File: config.mk
export PLATFORM = sky130hd
export DESIGN_NAME = plcr_div
export DESIGN_NICKNAME = d
export VERILOG_FILES = /design/src/rtl/plcr_div.sv
export SDC_FILE = /design/constraint.sdc
export NUM_CORES = 1
export LEC_CHECK = 0
export BUFFER_PORTS_ARGS = -buffer_cell sky130_fd_sc_hd__buf_2
export CORE_MARGIN = 3
export CORE_UTILIZATION = 30
export CTS_BUF_LIST = sky130_fd_sc_hd__clkbuf_8
export DETAILED_ROUTE_END_ITERATION = 10
export GPL_TIMING_DRIVEN = 0
export PLACE_DENSITY = 0.56
export SLEW_MARGIN = 15
export SYNTH_ARGS = -nofsm -noshare
export SYNTH_HDL_FRONTEND = slang
export SYNTH_SLANG_ARGS = --single-unit
File: constraint.sdc
create_clock -name clk -period 3.25 [get_ports clk]
set_clock_uncertainty 0.2 [all_clocks]
set_input_delay 0 -clock clk [delete_from_list [all_inputs] [get_ports clk]]
set_output_delay 0 -clock clk [all_outputs]
set_load 0.01 [all_outputs]
File: src/rtl/plcr_div.sv
// pipelined restoring divider, one quotient bit per stage
module plcr_div #(
  parameter int DW  = 17,
  parameter int QW  = 16,
  parameter int SBW = 1
) (
  input  logic           clk,
  input  logic           rst_n,
  input  logic           en,
  input  logic           in_v,
  input  logic [DW-1:0]  in_rem,
  input  logic [QW-1:0]  in_num,
  input  logic [DW-1:0]  in_den,
  input  logic [SBW-1:0] in_sb,
  output logic           out_v,
  output logic [QW-1:0]  out_q,
  output logic [SBW-1:0] out_sb
);

  logic           v_r   [1:QW];
  logic [DW-1:0]  rem_r [1:QW];
  logic [QW-1:0]  num_r [1:QW];
  logic [QW-1:0]  q_r   [1:QW];
  logic [DW-1:0]  den_r [1:QW];
  logic [SBW-1:0] sb_r  [1:QW];

  for (genvar s = 1; s <= QW; s++) begin : g_stage
    logic           p_v;
    logic [DW-1:0]  p_rem;
    logic [QW-1:0]  p_num;
    logic [QW-1:0]  p_q;
    logic [DW-1:0]  p_den;
    logic [SBW-1:0] p_sb;
    logic [DW:0]    trial;
    logic           ge;

    if (s == 1) begin : g_first
      assign p_v   = in_v;
      assign p_rem = in_rem;
      assign p_num = in_num;
      assign p_q   = '0;
      assign p_den = in_den;
      assign p_sb  = in_sb;
    end else begin : g_next
      assign p_v   = v_r[s-1];
      assign p_rem = rem_r[s-1];
      assign p_num = num_r[s-1];
      assign p_q   = q_r[s-1];
      assign p_den = den_r[s-1];
      assign p_sb  = sb_r[s-1];
    end

    assign trial = {p_rem, p_num[QW-1]};
    assign ge    = trial >= {1'b0, p_den};

    always_ff @(posedge clk) begin
      if (!rst_n) begin
        v_r[s] <= 1'b0;
      end else if (en) begin
        v_r[s] <= p_v;
      end
    end

    always_ff @(posedge clk) begin
      if (en) begin
        rem_r[s] <= ge ? DW'(trial - {1'b0, p_den}) : trial[DW-1:0];
        num_r[s] <= {p_num[QW-2:0], 1'b0};
        q_r[s]   <= {p_q[QW-2:0], ge};
        den_r[s] <= p_den;
        sb_r[s]  <= p_sb;
      end
    end
  end

  assign out_v  = v_r[QW];
  assign out_q  = q_r[QW];
  assign out_sb = sb_r[QW];

endmodule

After elaboration in Yosys (flattened, before gate mapping)
Memory sizes are Yosys's and may differ from the RTL's.
Index checks and enable logic that the tools add are counted.
{ "totals": {"input_bits": 55, "output_inout_bits": 18, "wordCells": 91, "mem_bits_rw": 1072, "reg_bits": 0, "memories": 6} }
{ "mem_list": {"columns": ["name", "words", "width", "rd", "rd_clocked_by_memory_dff", "write_ports", "line", "text"], "rows": [
  ["den_r", 16, 17, 15, 0, 16, "24", "logic [DW-1:0] den_r [1:QW];"],
  ["rem_r", 16, 17, 15, 0, 16, "21", "logic [DW-1:0] rem_r [1:QW];"],
  ["q_r", 16, 16, 16, 0, 16, "23", "logic [QW-1:0] q_r [1:QW];"],
  ["num_r", 16, 15, 15, 0, 16, "22", "logic [QW-1:0] num_r [1:QW];"],
  ["sb_r", 16, 1, 16, 0, 16, "25", "logic [SBW-1:0] sb_r [1:QW];"],
  ["v_r", 16, 1, 16, 0, 16, "20", "logic v_r [1:QW];"]
]} }
{ "classes": {"bitwise": 16, "magnitude_cmp": 16, "addsub": 16, "n_mux": 37} }
{ "ops": {"columns": ["operator", "n"], "rows": [
  ["greater-or-equal comparator 18 x 17 -> 1 bit", 16],
  ["two-way mux 17 bit", 16],
  ["subtractor 17 bit", 16],
  ["two-way mux 1 bit", 21],
  ["bitwise OR 1 bit", 16]
]} }

Depth between registers and ports, before layout
{ "depth": {"word_depth": 4, "depth_mapped": 14, "depth_no_buf": 12} }

Least setup slack after synthesis
No wires, ideal clock.
{ "synth_timing": {"kind": "reg2reg", "from": "reg num_r[0][44] (netlist name)", "to": "reg rem_r[0][59] (netlist name)", "required_time_ns": 2.790, "slack_ns": -0.337, "n_path_buf": 1, "arrival_ns": 3.127, "setup_ns": 0.260, "period_less_slack_ns": 3.587, "path_stages_with_launch": 14, "path_cell_list": "edfxtp_1 > inv_1 > ha_1 > inv_1 > fa_1 > a21oi_1 > o21ai_1 > a2111oi_2 > nor2_2 > o211ai_2 > a21oi_2 > a2111oi_4 > buf_6 > mux2_2"} }

==> out/results.ini <==
[yosys]
yosysSeqAreaShare_pct = 60.37
synth_edf_count = 798
synth_ff_type = edfxtp_1
synth.distinct_cells = 70
async_flop_share_pct = 0
ys_ff_latch = 798
synth_area_per_cell_um2 = 13.27
netlist_instances = 2992
synth_area_mm2 = 0.03970
ys_warn_count = 0
synth_nets = 3334

[route]
wl_per_cell_um = 14.30
postRouteWirelength_mm = 75.46
vias = 24030
detail-route-antenna-nets = 0
drtIter0Drc = 845
drc_errors = 0
firstDrtPassIters = 5
viasPerCell = 4.552

[floorplan]
coreArea_mm2 = 0.1305
dieArea_mm2 = 0.1367
io_pins = 73
initial_core_util_pct = 30.42
fp-row-count = 132
die_y_um = 369.8
die_width_um = 369.8

[min_path]
hp-class = in2reg
hold_end = q_r[16][8]
hold_start = en
holdPathStages = 2

[cells_and_area]
drive_above_1_share_pct = 20.57
regArea_mm2 = 0.02396
nFillCells = 12500
syn_to_final_growth_pct = 22.04
multiInputGateArea_mm2 = 0.01523
final_nets = 3776

[sta]
worstMarginPinSlew_ns = 0.6976
fin_tns_setup_ns = -6.218
finalHoldViolCount = 0
max_freq_ghz = 0.2893
setup_violations = 89
slew_headroom_pct = 53.50
hold_ws_ns = 0.09377
rsz0062_at_grt = yes
min_period_ns = 3.457
period_share_pct = 106.4
slew_violations = 0
setup_slack_ns = -0.2072

[setup_path]
crit_start = den_r[0][137]
slowest_stage = edfxtp_1
cp_cell_sequence = inv_1 -> fa_2 -> a211oi_4 -> o21ai_2 -> a21o_1 -> o21ai_2 -> o21ai_2 -> o211a_1 -> a2111oi_4 -> buf_6 -> buf_12 -> mux2_4
worst_setup_path_end_kind = flip-flop
startpoint_type = flip-flop
cpPeakStageDelay_ns = 0.52
reg2reg_slack_ns = -0.21
required_ns = 3.60
critPathArrivalTime_ns = 3.81
r2r-end = rem_r[0][155]
critPathKind = reg2reg
r2r-start = den_r[0][137]
crit_top_cell = o21ai_2
cp_max_fo = 7
reg2reg_depth = 12

[pwr]
power.share.clock_pct = 19.7
combPwrFrac_pct = 44.2
swShare_pct = 33.09
ir_drop_uv = 391.8
p_leak_nw = 19.42
p_sw_mw = 14.37
power_density_mw_per_mm2 = 896.3
seqPwrFrac_pct = 36.1
p_int_mw = 29.05

[grt]
gr-total-overflow = 0
grt_start_max_net_pins = 116
grt_usage_pct = 11.12
antenna_found_initial = 2
grt_pass1_vias = 24780
grt_pass1_wl_mm = 122.6

[clock_network]
root_buffer = clkbuf_8
path_clk_slew_ns = 0.06
cts_buffer_depth = 3
cts_made_buffers = 146
insertion_delay_ns = 0.83
cts-htree-levels = 4
clock_sinks = 798
cts_tree = done

[run]
drv_cap = 0

[placed_design]
gp_congestion = 0.8604
hpwl_mm = 50.64
pre_cts_ws_ns = -1.059
portBuffers = 72

[run_status]
violations = negative setup slack
status = complete, but fails checks

## power groups by stage
| stage | Sequential [mW] | Combinational [mW] | Clock [mW] |
|---|---|---|---|
| final | 15.7 | 19.2 | 8.57 |
| after global routing | 15.9 | 21.2 | 9.53 |
| after detailed placement | 15.8 | 16.1 | 0 |
| after global placement | 16.1 | 15.9 | 0 |
| after CTS | 15.7 | 18.8 | 9.06 |
| after floorplan | 15.4 | 12.8 | 0 |
## per-stage QoR
step / instance area [um2] / std cells / total power [mW] / utilization (%)
floorplan: 39880 / 2992 / 28.23 / -
global placement: 42420 / 4806 / 31.96 / 32.51
detailed placement: 42620 / 4813 / 31.95 / 32.67
CTS: 47900 / 5248 / 43.50 / 36.71
global route: 48440 / 5277 / 46.63 / 37.13
finish: 48440 / 5278 / 43.42 / 37.13
## worst max-delay path by stage
stage          slack [ns]  cells past startpoint       endpoint
3_3_place_gp       -11.14                      2         v_r[3]
6_report            -0.21                     12  rem_r[0][155]
4_1_cts             -0.19                     15  rem_r[0][166]
5_1_grt             -0.29                     14  rem_r[0][155]
3_5_place_dp        -1.06                     12  rem_r[0][153]
2_1_floorplan       -0.19                     13  rem_r[0][161]
## metal layers
| layer | wire (um) | part of all wire (%) | track usage (%) | up-vias |
|---|---|---|---|---|
| met2 | 41040 | 54 | 21.18 | 388 |
| met3 | 2974 | 3.9 | 2.746 | 194 |
| li1 | - | - | - | 12000 |
| met5 | 13 | 0.017 | 0 | - |
| met4 | 3056 | 4.1 | 5.568 | 2 |
| met1 | 28370 | 38 | 11.11 | 11440 |
## layout make-up
class                   instances  area share [%]
flip-flops and latches        798           49.47
multi-input cells            1816           31.44
repair buffers                297           5.866
well taps                    1742           4.499
clock buffers                 149           4.233
inverters                     350           2.722
clock inverters                99           1.085
plain buffers                  25          0.6767
diodes                          2         0.01033
## worst max-delay path, delay by kind of cell (launching register included)
family          cells  cell delay (ns)
fa+ha+maj           1             0.41
flops               1             0.52
compound gates      7             1.23
buf+inv             3             0.48
mux                 1             0.34
## layout by cell type, fill, tap and decap left out, types with 23 or more instances in the layout
cell             n
o21bai_1        41
edfxtp_1       798
o21ai_0        118
a21o_1          99
o21a_1          23
mux2_2         123
clkbuf_8       152
xnor2_1        139
buf_6           23
buf_2           74
buf_4           67
nand4_1         43
xor2_1          66
nor2b_1         23
dlygate4sd3_1  108
ha_1           261
nor3_1          37
and3_1          26
a21oi_1        168
nor2_1         130
nand2_1        118
mux2_4          70
clkinv_1        29
inv_1          371
## flip-flops by register name, summed over array words and instances (netlist names)
register,flops
den_r,255
num_r,120
q_r,136
rem_r,255
sb_r,16
v_r,16
## cells by family (layout without fill, tap and decap cells)
logic type,count (synthesis),after routing,synth area share (%)
DFF,798,798,60.37
buffers and inverters,378,920,3.659
muxes,210,210,5.904
and+or+nand+nor,468,468,5.664
adders and majority gates,287,287,9.330
xor gates and xnor gates,205,205,4.523
AOI/OAI and AO/OA,646,646,10.55
other,0,2,0
## cells in the mapped netlist (17+ instances only)
master	count	share of area [%]
mux2i_1	17	0.43
nand3_1	23	0.29
nor3_1	38	0.48
mux2_2	193	5.5
a21o_1	99	1.9
and3_1	26	0.41
o21a_1	23	0.43
a31oi_1	18	0.28
o21ai_0	139	1.8
o21bai_1	42	0.79
xor2_1	66	1.5
a21oi_1	190	2.4
nor2_1	132	1.2
nand2_1	118	1.1
edfxtp_1	798	60
or3_1	17	0.27
a211oi_1	20	0.38
nand2b_1	18	0.28
xnor2_1	139	3.1
nor2b_1	23	0.36
nand4_1	43	0.68
inv_1	350	3.3
ha_1	272	8.6
## what timing repair did
action / CTS / global route
gates cloned: 6 / 1
hold buffers: 103 / 5
hold endpoints to repair: 369 / 4
setup buffers: 79 / 31
gates resized for setup: 221 / 97
pin swaps: 68 / 60
endpoints found under the setup margin: 248 / 259
Power figures use the tool's default switching activity.
